$ cat src/rtl/rwt_pkg.sv
// Shared types, codes and helpers for the retransmit window tracker.
package rwt_pkg;

    // Input item modes
    localparam logic [1:0] MODE_SEND = 2'd0;
    localparam logic [1:0] MODE_ACK  = 2'd1;
    localparam logic [1:0] MODE_TICK = 2'd2;

    // Result event codes
    localparam logic [2:0] EV_ACCEPT  = 3'd0;
    localparam logic [2:0] EV_WINFULL = 3'd1;
    localparam logic [2:0] EV_TABFULL = 3'd2;
    localparam logic [2:0] EV_ACKED   = 3'd3;
    localparam logic [2:0] EV_RESEND  = 3'd4;
    localparam logic [2:0] EV_DROP    = 3'd5;
    localparam logic [2:0] EV_NONE    = 3'd6;

    // Configuration register indexes
    localparam logic [1:0] CFG_TIMEOUT = 2'd0;
    localparam logic [1:0] CFG_TRIES   = 2'd1;

    // Reset values and limits
    localparam logic [15:0] TIMEOUT_RESET = 16'd2000;
    localparam logic [2:0]  TRIES_RESET   = 3'd3;
    localparam logic [15:0] WINDOW_RESET  = 16'd7200;
    localparam logic [3:0]  RESULT_LIMIT  = 4'd8;

    typedef struct packed {
        logic [31:0] seq;
        logic [10:0] size;
        logic [2:0]  tries;
        logic [15:0] age;
    } slot_t;

    typedef struct packed {
        logic [2:0]  event_res;
        logic [31:0] event_seq;
        logic [10:0] event_size;
        logic [15:0] freed_bytes;
        logic [15:0] advertised_window;
        logic [15:0] flight_bytes;
    } res_t;

    function automatic logic [15:0] adv_window(input logic [15:0] limit,
                                               input logic [15:0] flight);
        return (flight >= limit) ? 16'd0 : limit - flight;
    endfunction

    function automatic logic [15:0] flight_sub(input logic [15:0] flight,
                                               input logic [10:0] size);
        return ({5'd0, size} >= flight) ? 16'd0 : flight - {5'd0, size};
    endfunction

    function automatic logic [15:0] add_sat(input logic [15:0] base,
                                            input logic [10:0] size);
        logic [16:0] sum;
        sum = {1'b0, base} + {6'd0, size};
        return sum[16] ? 16'hFFFF : sum[15:0];
    endfunction

endpackage

$ cat src/rtl/retransmit_window_tracker_unit.sv
// Retransmit window tracker: fragment table, ack release and tick-driven timeout scan.
//
//  channel   | handshake              | payload
//  ----------+------------------------+---------------------------------------------
//  command   | start / busy           | mode, seq_number, payload_length,
//            |                        | ack_number, peer_window
//  config    | cfg_valid / cfg_ready  | cfg_index, cfg_data
//  result    | result_valid (strobe)  | event_res, event_seq, event_size,
//            |                        | freed_bytes, advertised_window,
//            |                        | flight_bytes, last
//
// A send (or an unused mode) is decided in the accept cycle; its single result
// shows in the next cycle and busy never rises, so a new item may follow at once.
// Ack and tick walk the table one slot per cycle through a table memory with one
// write port and a registered read port: busy stays high through the scan and finish
// states, and the results of the walk leave one at a time.
// Reset (rst_n low, asynchronous) empties the table, clears bytes in flight
// and loads the window and both registers with their defaults.
// The receiver cannot stall: every result is taken in the cycle it is shown.
module retransmit_window_tracker_unit #(
    parameter int TABLE_DEPTH = 8
) (
    input  logic        clk,
    input  logic        rst_n,
    input  logic        start,
    output logic        busy,
    input  logic [1:0]  mode,
    input  logic [31:0] seq_number,
    input  logic [10:0] payload_length,
    input  logic [31:0] ack_number,
    input  logic [15:0] peer_window,
    input  logic        cfg_valid,
    output logic        cfg_ready,
    input  logic [1:0]  cfg_index,
    input  logic [15:0] cfg_data,
    output logic        result_valid,
    output logic [2:0]  event_res,
    output logic [31:0] event_seq,
    output logic [10:0] event_size,
    output logic [15:0] freed_bytes,
    output logic [15:0] advertised_window,
    output logic [15:0] flight_bytes,
    output logic        last
);

    localparam int IDX_W = (TABLE_DEPTH > 1) ? $clog2(TABLE_DEPTH) : 1;
    localparam int CNT_W = $clog2(TABLE_DEPTH + 1);

    typedef enum logic [1:0] {
        ST_IDLE,
        ST_SCAN,
        ST_FINISH
    } state_t;

    // Fragment table, compacted in place during each walk
    rwt_pkg::slot_t table_mem [TABLE_DEPTH];
    rwt_pkg::slot_t rdata_reg;

    logic             mem_we;
    logic [IDX_W-1:0] mem_waddr;
    rwt_pkg::slot_t   mem_wdata;
    logic [IDX_W-1:0] mem_raddr;

    state_t         state_reg, state_next;
    logic [1:0]     cmd_reg, cmd_next;
    logic [31:0]    ack_reg, ack_next;
    logic [15:0]    pwin_reg, pwin_next;
    logic [CNT_W-1:0] rd_ptr_reg, rd_ptr_next;
    logic [CNT_W-1:0] wr_ptr_reg, wr_ptr_next;
    logic [CNT_W-1:0] scan_len_reg, scan_len_next;
    logic             proc_valid_reg, proc_valid_next;
    logic [CNT_W-1:0] count_reg, count_next;
    logic [15:0]    bytes_reg, bytes_next;
    logic [15:0]    window_reg, window_next;
    logic [15:0]    timeout_reg, timeout_next;
    logic [2:0]     max_tries_reg, max_tries_next;
    logic [15:0]    freed_reg, freed_next;
    logic [3:0]     nres_reg, nres_next;
    logic           pend_valid_reg, pend_valid_next;
    rwt_pkg::res_t  pend_reg, pend_next;
    rwt_pkg::res_t  out_reg, out_next;
    logic           out_valid_reg, out_valid_next;
    logic           out_last_reg, out_last_next;

    assign busy              = (state_reg != ST_IDLE);
    assign cfg_ready         = 1'b1;
    assign result_valid      = out_valid_reg;
    assign last              = out_last_reg;
    assign event_res         = out_reg.event_res;
    assign event_seq         = out_reg.event_seq;
    assign event_size        = out_reg.event_size;
    assign freed_bytes       = out_reg.freed_bytes;
    assign advertised_window = out_reg.advertised_window;
    assign flight_bytes      = out_reg.flight_bytes;

    // Read the slot under the read pointer every cycle
    assign mem_raddr = rd_ptr_reg[IDX_W-1:0];

    always_comb
    begin
        rwt_pkg::slot_t entry;
        rwt_pkg::res_t  new_res;
        logic           emit;
        logic [15:0]    age_inc;
        logic [16:0]    need;

        state_next      = state_reg;
        cmd_next        = cmd_reg;
        ack_next        = ack_reg;
        pwin_next       = pwin_reg;
        rd_ptr_next     = rd_ptr_reg;
        wr_ptr_next     = wr_ptr_reg;
        scan_len_next   = scan_len_reg;
        proc_valid_next = 1'b0;
        count_next      = count_reg;
        bytes_next      = bytes_reg;
        window_next     = window_reg;
        timeout_next    = timeout_reg;
        max_tries_next  = max_tries_reg;
        freed_next      = freed_reg;
        nres_next       = nres_reg;
        pend_valid_next = pend_valid_reg;
        pend_next       = pend_reg;
        out_next        = out_reg;
        out_valid_next  = 1'b0;
        out_last_next   = 1'b0;
        mem_we          = 1'b0;
        mem_waddr       = wr_ptr_reg[IDX_W-1:0];
        mem_wdata       = rdata_reg;
        entry           = rdata_reg;
        new_res         = '0;
        emit            = 1'b0;
        age_inc         = (rdata_reg.age == 16'hFFFF) ? rdata_reg.age : rdata_reg.age + 16'd1;
        need            = {1'b0, bytes_reg} + {6'd0, payload_length};

        // Register writes must arrive only while idle; the block does not enforce this
        if (cfg_valid)
        begin
            case (cfg_index)
                rwt_pkg::CFG_TIMEOUT: timeout_next   = cfg_data;
                rwt_pkg::CFG_TRIES:   max_tries_next = cfg_data[2:0];
                default:              ;
            endcase
        end

        case (state_reg)
            ST_IDLE:
            begin
                if (start)
                begin
                    case (mode)
                        rwt_pkg::MODE_SEND:
                        begin
                            // Window test first, then table space
                            if (need > {1'b0, window_reg})
                            begin
                                out_next = '{rwt_pkg::EV_WINFULL, seq_number, payload_length,
                                             16'd0, rwt_pkg::adv_window(window_reg, bytes_reg),
                                             bytes_reg};
                            end
                            else if (count_reg >= CNT_W'(TABLE_DEPTH))
                            begin
                                out_next = '{rwt_pkg::EV_TABFULL, seq_number, payload_length,
                                             16'd0, rwt_pkg::adv_window(window_reg, bytes_reg),
                                             bytes_reg};
                            end
                            else
                            begin
                                mem_we     = 1'b1;
                                mem_waddr  = count_reg[IDX_W-1:0];
                                mem_wdata  = '{seq_number, payload_length, 3'd1, 16'd0};
                                count_next = count_reg + CNT_W'(1);
                                bytes_next = rwt_pkg::add_sat(bytes_reg, payload_length);
                                out_next   = '{rwt_pkg::EV_ACCEPT, seq_number, payload_length,
                                               16'd0, rwt_pkg::adv_window(window_reg, bytes_next),
                                               bytes_next};
                            end
                            out_valid_next = 1'b1;
                            out_last_next  = 1'b1;
                        end
                        rwt_pkg::MODE_ACK, rwt_pkg::MODE_TICK:
                        begin
                            cmd_next        = mode;
                            ack_next        = ack_number;
                            pwin_next       = peer_window;
                            rd_ptr_next     = '0;
                            wr_ptr_next     = '0;
                            scan_len_next   = count_reg;
                            freed_next      = 16'd0;
                            nres_next       = 4'd0;
                            pend_valid_next = 1'b0;
                            state_next      = ST_SCAN;
                        end
                        default:
                        begin
                            out_next       = '{rwt_pkg::EV_NONE, 32'd0, 11'd0, 16'd0,
                                               rwt_pkg::adv_window(window_reg, bytes_reg),
                                               bytes_reg};
                            out_valid_next = 1'b1;
                            out_last_next  = 1'b1;
                        end
                    endcase
                end
            end

            ST_SCAN:
            begin
                // Issue the next read
                if (rd_ptr_reg < scan_len_reg)
                begin
                    rd_ptr_next     = rd_ptr_reg + CNT_W'(1);
                    proc_valid_next = 1'b1;
                end

                // Process the slot read last cycle; kept slots move down to wr_ptr
                if (proc_valid_reg)
                begin
                    if (cmd_reg == rwt_pkg::MODE_ACK)
                    begin
                        if (entry.seq <= ack_reg)
                        begin
                            freed_next = rwt_pkg::add_sat(freed_reg, entry.size);
                            bytes_next = rwt_pkg::flight_sub(bytes_reg, entry.size);
                            count_next = count_reg - CNT_W'(1);
                        end
                        else
                        begin
                            mem_we      = 1'b1;
                            mem_wdata   = entry;
                            wr_ptr_next = wr_ptr_reg + CNT_W'(1);
                        end
                    end
                    else
                    begin
                        if (nres_reg < rwt_pkg::RESULT_LIMIT && age_inc >= timeout_reg)
                        begin
                            emit      = 1'b1;
                            nres_next = nres_reg + 4'd1;
                            if (entry.tries >= max_tries_reg)
                            begin
                                bytes_next = rwt_pkg::flight_sub(bytes_reg, entry.size);
                                count_next = count_reg - CNT_W'(1);
                                new_res    = '{rwt_pkg::EV_DROP, entry.seq, entry.size, 16'd0,
                                               rwt_pkg::adv_window(window_reg, bytes_next),
                                               bytes_next};
                            end
                            else
                            begin
                                mem_we      = 1'b1;
                                mem_wdata   = '{entry.seq, entry.size, entry.tries + 3'd1, 16'd0};
                                wr_ptr_next = wr_ptr_reg + CNT_W'(1);
                                new_res     = '{rwt_pkg::EV_RESEND, entry.seq, entry.size, 16'd0,
                                                rwt_pkg::adv_window(window_reg, bytes_reg),
                                                bytes_reg};
                            end
                        end
                        else
                        begin
                            mem_we      = 1'b1;
                            mem_wdata   = '{entry.seq, entry.size, entry.tries, age_inc};
                            wr_ptr_next = wr_ptr_reg + CNT_W'(1);
                        end
                    end
                end

                // Hold each result back one step so the final one can carry last
                if (emit)
                begin
                    if (pend_valid_reg)
                    begin
                        out_next       = pend_reg;
                        out_valid_next = 1'b1;
                    end
                    pend_next       = new_res;
                    pend_valid_next = 1'b1;
                end

                if (!proc_valid_reg && rd_ptr_reg == scan_len_reg)
                begin
                    state_next = ST_FINISH;
                end
            end

            ST_FINISH:
            begin
                if (cmd_reg == rwt_pkg::MODE_ACK)
                begin
                    window_next = pwin_reg;
                    out_next    = '{rwt_pkg::EV_ACKED, 32'd0, 11'd0, freed_reg,
                                    rwt_pkg::adv_window(pwin_reg, bytes_reg), bytes_reg};
                end
                else if (pend_valid_reg)
                begin
                    out_next = pend_reg;
                end
                else
                begin
                    out_next = '{rwt_pkg::EV_NONE, 32'd0, 11'd0, 16'd0,
                                 rwt_pkg::adv_window(window_reg, bytes_reg), bytes_reg};
                end
                out_valid_next  = 1'b1;
                out_last_next   = 1'b1;
                pend_valid_next = 1'b0;
                state_next      = ST_IDLE;
            end

            default:
            begin
                state_next = ST_IDLE;
            end
        endcase
    end

    always_ff @(posedge clk or negedge rst_n)
    begin
        if (!rst_n)
        begin
            state_reg      <= ST_IDLE;
            cmd_reg        <= rwt_pkg::MODE_SEND;
            ack_reg        <= '0;
            pwin_reg       <= '0;
            rd_ptr_reg     <= '0;
            wr_ptr_reg     <= '0;
            scan_len_reg   <= '0;
            proc_valid_reg <= 1'b0;
            count_reg      <= '0;
            bytes_reg      <= '0;
            window_reg     <= rwt_pkg::WINDOW_RESET;
            timeout_reg    <= rwt_pkg::TIMEOUT_RESET;
            max_tries_reg  <= rwt_pkg::TRIES_RESET;
            freed_reg      <= '0;
            nres_reg       <= '0;
            pend_valid_reg <= 1'b0;
            pend_reg       <= '0;
            out_reg        <= '0;
            out_valid_reg  <= 1'b0;
            out_last_reg   <= 1'b0;
        end
        else
        begin
            state_reg      <= state_next;
            cmd_reg        <= cmd_next;
            ack_reg        <= ack_next;
            pwin_reg       <= pwin_next;
            rd_ptr_reg     <= rd_ptr_next;
            wr_ptr_reg     <= wr_ptr_next;
            scan_len_reg   <= scan_len_next;
            proc_valid_reg <= proc_valid_next;
            count_reg      <= count_next;
            bytes_reg      <= bytes_next;
            window_reg     <= window_next;
            timeout_reg    <= timeout_next;
            max_tries_reg  <= max_tries_next;
            freed_reg      <= freed_next;
            nres_reg       <= nres_next;
            pend_valid_reg <= pend_valid_next;
            pend_reg       <= pend_next;
            out_reg        <= out_next;
            out_valid_reg  <= out_valid_next;
            out_last_reg   <= out_last_next;
        end
    end

    // Table memory: one write port, one registered read port
    always_ff @(posedge clk)
    begin
        if (mem_we)
        begin
            table_mem[mem_waddr] <= mem_wdata;
        end
        rdata_reg <= table_mem[mem_raddr];
    end

    // The table never holds more than its depth
    a_count_bound: assert property (@(posedge clk) disable iff (!rst_n)
        count_reg <= CNT_W'(TABLE_DEPTH))
        else $error("slot count above table depth");

    // An empty table has nothing in flight
    a_empty_no_flight: assert property (@(posedge clk) disable iff (!rst_n)
        count_reg == '0 |-> bytes_reg == 16'd0)
        else $error("bytes in flight with empty table");

    // A result follows an accepted item or comes out of a walk
    a_result_source: assert property (@(posedge clk) disable iff (!rst_n)
        result_valid |-> $past(busy || start))
        else $error("result without a cause");

    // Compaction never writes ahead of the read pointer
    a_ptr_order: assert property (@(posedge clk) disable iff (!rst_n)
        state_reg == ST_SCAN |-> wr_ptr_reg <= rd_ptr_reg)
        else $error("write pointer passed read pointer");

    // A tick handles no more expiries than the result limit
    a_result_limit: assert property (@(posedge clk) disable iff (!rst_n)
        nres_reg <= rwt_pkg::RESULT_LIMIT)
        else $error("too many tick results");

endmodule

$ cat config.mk
export PLATFORM = sky130hd
export DESIGN_NAME = retransmit_window_tracker_unit
export DESIGN_NICKNAME = d
export VERILOG_FILES = /design/src/rtl/rwt_pkg.sv /design/src/rtl/retransmit_window_tracker_unit.sv
export SDC_FILE = /design/constraint.sdc
export NUM_CORES = 2
export LEC_CHECK = 0
export ABC_AREA = 1
export ABC_CLOCK_PERIOD_IN_PS = 7200
export BUFFER_PORTS_ARGS = -buffer_cell sky130_fd_sc_hd__buf_2
export CAP_MARGIN = 20
export CORE_UTILIZATION = 62
export DETAILED_ROUTE_END_ITERATION = 12
export PLACE_DENSITY = 0.8
export SETUP_SLACK_MARGIN = 0.1
export SLEW_MARGIN = 20
export SYNTH_ARGS = -nofsm -noshare
export SYNTH_HDL_FRONTEND = slang
export SYNTH_SLANG_ARGS = --single-unit
$ cat constraint.sdc
create_clock -name clk -period 7.2 [get_ports clk]
set_input_delay 1.08 -clock clk [delete_from_list [all_inputs] [get_ports clk]]
set_output_delay 1.08 -clock clk [all_outputs]
set_load 0.005 [all_outputs]
==> out/results.tsv <==
stage	metric	value	unit
clock_network	CTS root buf	clkbuf_16	
timing	fmax	179	MHz
floorplan	core area	0.0701	mm²
synth	register area share after synthesis	0.544	
setup_path	Worst Setup EP	table_mem[1][32]$_DFFE_PP_	
final_layout	Reg area	0.0240	mm²
setup_path	critical path class	reg -> reg	
global_routing	GRT overflow	0	
timing	Setup TNS	0	ns
placed_design	DP Worst Slack	1.08	ns
timing	setup ws final	1.62	ns
setup_path	Worst setup SP type	register	
setup_path	WP data required	7.55	ns
timing	unrepaired setup endpoints after global routing	false	
global_routing	first-pass GRT wire length	208000	µm
pwr	VDD IR max	0.453	mV
timing	Final min period	5.58	ns
setup_path	crit-path max FO	41	
synth	post-synth cell types	62	
pwr	Pwr per Cell Area	542	mW/mm²
synth	combinational family with the most area after synthesis	simple AND/OR/NAND/NOR gates	
setup_path	worst r2r path cells	22	
synth	mux cell area share after synthesis	0	
job	Max Cap Viol	0	
timing	Fin Clk Skew	0.0496	ns
final_layout	Non-Filler Instances	6044	
floorplan	Rows	97	
clock_network	Longest Clk Path Bufs	3	
global_routing	number of global-route vias before repair	34425	
synth	Post-Synth XOR/XNOR Area	0.0153	
timing	max-slew violations	0	
placed_design	Port-buffer cells	211	
setup_path	r2r setup slk	1.62	ns
pwr	Lkg Pwr	21.5	nW
global_routing	largest net degree at the start of global routing	200	
synth	syn_area_per_cell	8.99	µm²
clock_network	clock-pin transition on the worst setup and hold timing paths	0.06	ns
hold_path	min-delay worst type	in -> async	
global_routing	GR Util All Layers	0.389	
drt	vias per cell	6.20	
clock_network	clk_lat worst skew	0.69	ns
floorplan	Starting Density	0.628	
timing	Rel. slew slack	0.316	
drt	routed wire length	140000	µm
clock_network	post-cts sizing count	0	
final_layout	Nets	5327	
setup_path	CP endpoint kind	register	
timing	Final Setup Violations	0	
clock_network	Inserted Clock Buffers	89	
synth	Post-Syn Nets	5204	
global_routing	initial antenna violation count	7	
drt	TritonRoute pass-1 iters	9	
drt	DRC	0	
synth	Most used DFF post-synth	edfxtp_1	
floorplan	io pins	213	
synth	Simple-Gate Fraction of Synth Area	0.191	
synth	synthesized flop and latch total	871	
floorplan	die width	269	µm
synth	Post-synth ARST share	0.359	
clock_network	CTS tree	yes	
drt	ANT nets after route	0	
clock_network	total setup buffers inserted after CTS	0	
synth	synthesized-area fraction occupied by adder cells	0.0547	
synth	Ys Warns	0	
floorplan	die height	269	µm
synth	Gate Count Post-Synth	4901	
placed_design	detailed-placement wirelength estimate	95300	µm
clock_network	H-Tree Depth	3	
drt	DR WL/cell	23.2	µm
drt	Vias	37447	
clock_network	Clock Sinks	871	
final_layout	Largest register FFs	496	
placed_design	GP Congestion	1.09	
timing	Worst Tran Pin Value	1.03	ns
setup_path	crit path DAT	5.93	ns
synth	synthesized area	0.0441	mm²
synth	number of synthesized flops with an enable pin	496	
drt	iteration-0 DRC count of the detailed router	5067	
final_layout	area of the multi-input gates	0.0175	mm²
synth	area fraction in compound gates after synthesis	0.134	
run_status	outcome	finished clean	
final_layout	share of cells above drive strength 1	0.103	
final_layout	fill count	5395	
final_layout	Area growth, synth to finish	11.1	%
floorplan	die area	0.0722	mm²
clock_network	CTS Hold Bufs	0	
setup_path	Crit. Startpoint	bytes_reg[0]$_DFFE_PN0P_	
placed_design	Placed Instances	5873	
setup_path	reg-to-reg endpoint	table_mem[1][32]$_DFFE_PP_	
setup_path	Worst R2R Start	bytes_reg[0]$_DFFE_PN0P_	
timing	Fin. Hold Viols	0	
timing	Final Cycle Share	0.775	
timing	worst hold slack	0.376	ns
## critical path, stage by stage (launching register included)
cell,delay [ns]
dfrtp_1,0.52
ha_1,0.25
inv_1,0.06
fa_1,0.48
o21ai_2,0.22
nand3_1,0.11
nand3_2,0.17
nand2_1,0.09
xor2_1,0.23
inv_1,0.07
ha_1,0.29
a21oi_1,0.13
a21boi_0,0.21
nand2_1,0.07
nand2_1,0.07
nand2_2,0.07
a21oi_4,0.28
buf_4,0.33
nand4_1,0.15
nand2_1,0.12
nand2_1,0.14
nor2_4,0.79
buf_12,0.39
## per-layer routing
layer | global-route usage | wire (µm)
met1 | 0.531 | 54200
met2 | 0.576 | 61300
met3 | 0.100 | 16900
met4 | 0.199 | 7990
met5 | 0 | 35
## final cells by class
class                   instances  area share
clock buffers                 121      0.0510
flip-flops and latches        871       0.490
diodes                          4    0.000204
inverters                     437      0.0337
well taps                     940      0.0240
multi-input cells            3360       0.357
repair buffers                265      0.0313
clock inverters                46      0.0127
## how the worst min path moves through the flow
stage                                                   to  cells after the start
after floorplan                     ack_reg[0]$_DFFE_PN0P_                      2
after global placement    advertised_window[9]$_DFFE_PN0P_                      2
after detailed placement  advertised_window[7]$_DFFE_PN0P_                      2
after CTS                     flight_bytes[14]$_DFFE_PN0P_                      1
after global routing      advertised_window[6]$_DFFE_PN0P_                      1
final                     advertised_window[6]$_DFFE_PN0P_                      1
## through the flow
| step | power, mW | util | cell area, µm² |
|---|---|---|---|
| floorplan | 16.7 | - | 44100 |
| global placement | 20.9 | 0.654 | 45800 |
| detailed placement | 21.2 | 0.654 | 45800 |
| CTS | 26.1 | 0.698 | 49000 |
| global route | 28.1 | 0.698 | 49000 |
| finish | 26.6 | 0.698 | 49000 |
## report_power, final
part           switching [mW]  leakage [nW]  internal (mW)
Clock                    2.07          1.50           2.79
Sequential              0.967          9.02           6.85
Combinational            9.79          11.0           4.08
Total                    12.8          21.5           13.7
## cells in the final DEF (no fill, tap or decap), drive strengths merged, types with 3 or more instances in the layout
cell type,n
clkbuf,121
fa,8
a21oi,248
clkinv,31
o21ai,578
xor2,51
diode,4
nor2,666
xnor2,26
nor3,29
buf,265
nand3,214
bufinv,9
o21a,6
o22ai,91
ha,180
dfstp,12
nand4,43
and2,4
edfxtp,496
clkinvlp,7
a21o,7
dfxtp,62
a22oi,23
or2,12
a31oi,66
nand2,1030
nand3b,14
inv,436
a32o,15
dfrtp,301
nor4,10
o21bai,9
a2bb2oi,15
o211ai,3
## synth_stat cells (15+ instances only)
cell       number  share of area
xnor2_1        26         0.0052
nand2_1      1016          0.087
dfrtp_1       301           0.17
nand3_1       207          0.024
clkbuf_1      140          0.012
inv_1         420          0.036
a22oi_1        23         0.0039
buf_2          53         0.0060
a31oi_1        66         0.0094
a32o_1         15         0.0034
o21ai_1        44         0.0050
edfxtp_1      496           0.34
ha_1          180          0.051
xor2_1         51          0.010
a21oi_1       243          0.028
nor2_1        646          0.055
nor3_1         23         0.0026
dfxtp_1        62          0.028
buf_1          16         0.0014
o21ai_0       528          0.060
a2bb2oi_1      15         0.0030
o22ai_1        90          0.013
nand4_1        42         0.0060
## cell families (layout without fill, tap and decap cells)
| group | after synthesis | after routing |
|---|---|---|
| AO/OA/AOI/OAI | 1071 | 1071 |
| XOR/XNOR | 77 | 77 |
| adder cells (fa/ha/maj) | 188 | 188 |
| buffers and inverters | 670 | 869 |
| flip-flops | 871 | 871 |
| other | 1 | 5 |
| AND/OR/NAND/NOR | 2023 | 2023 |
(Power assumes the default switching activity.)
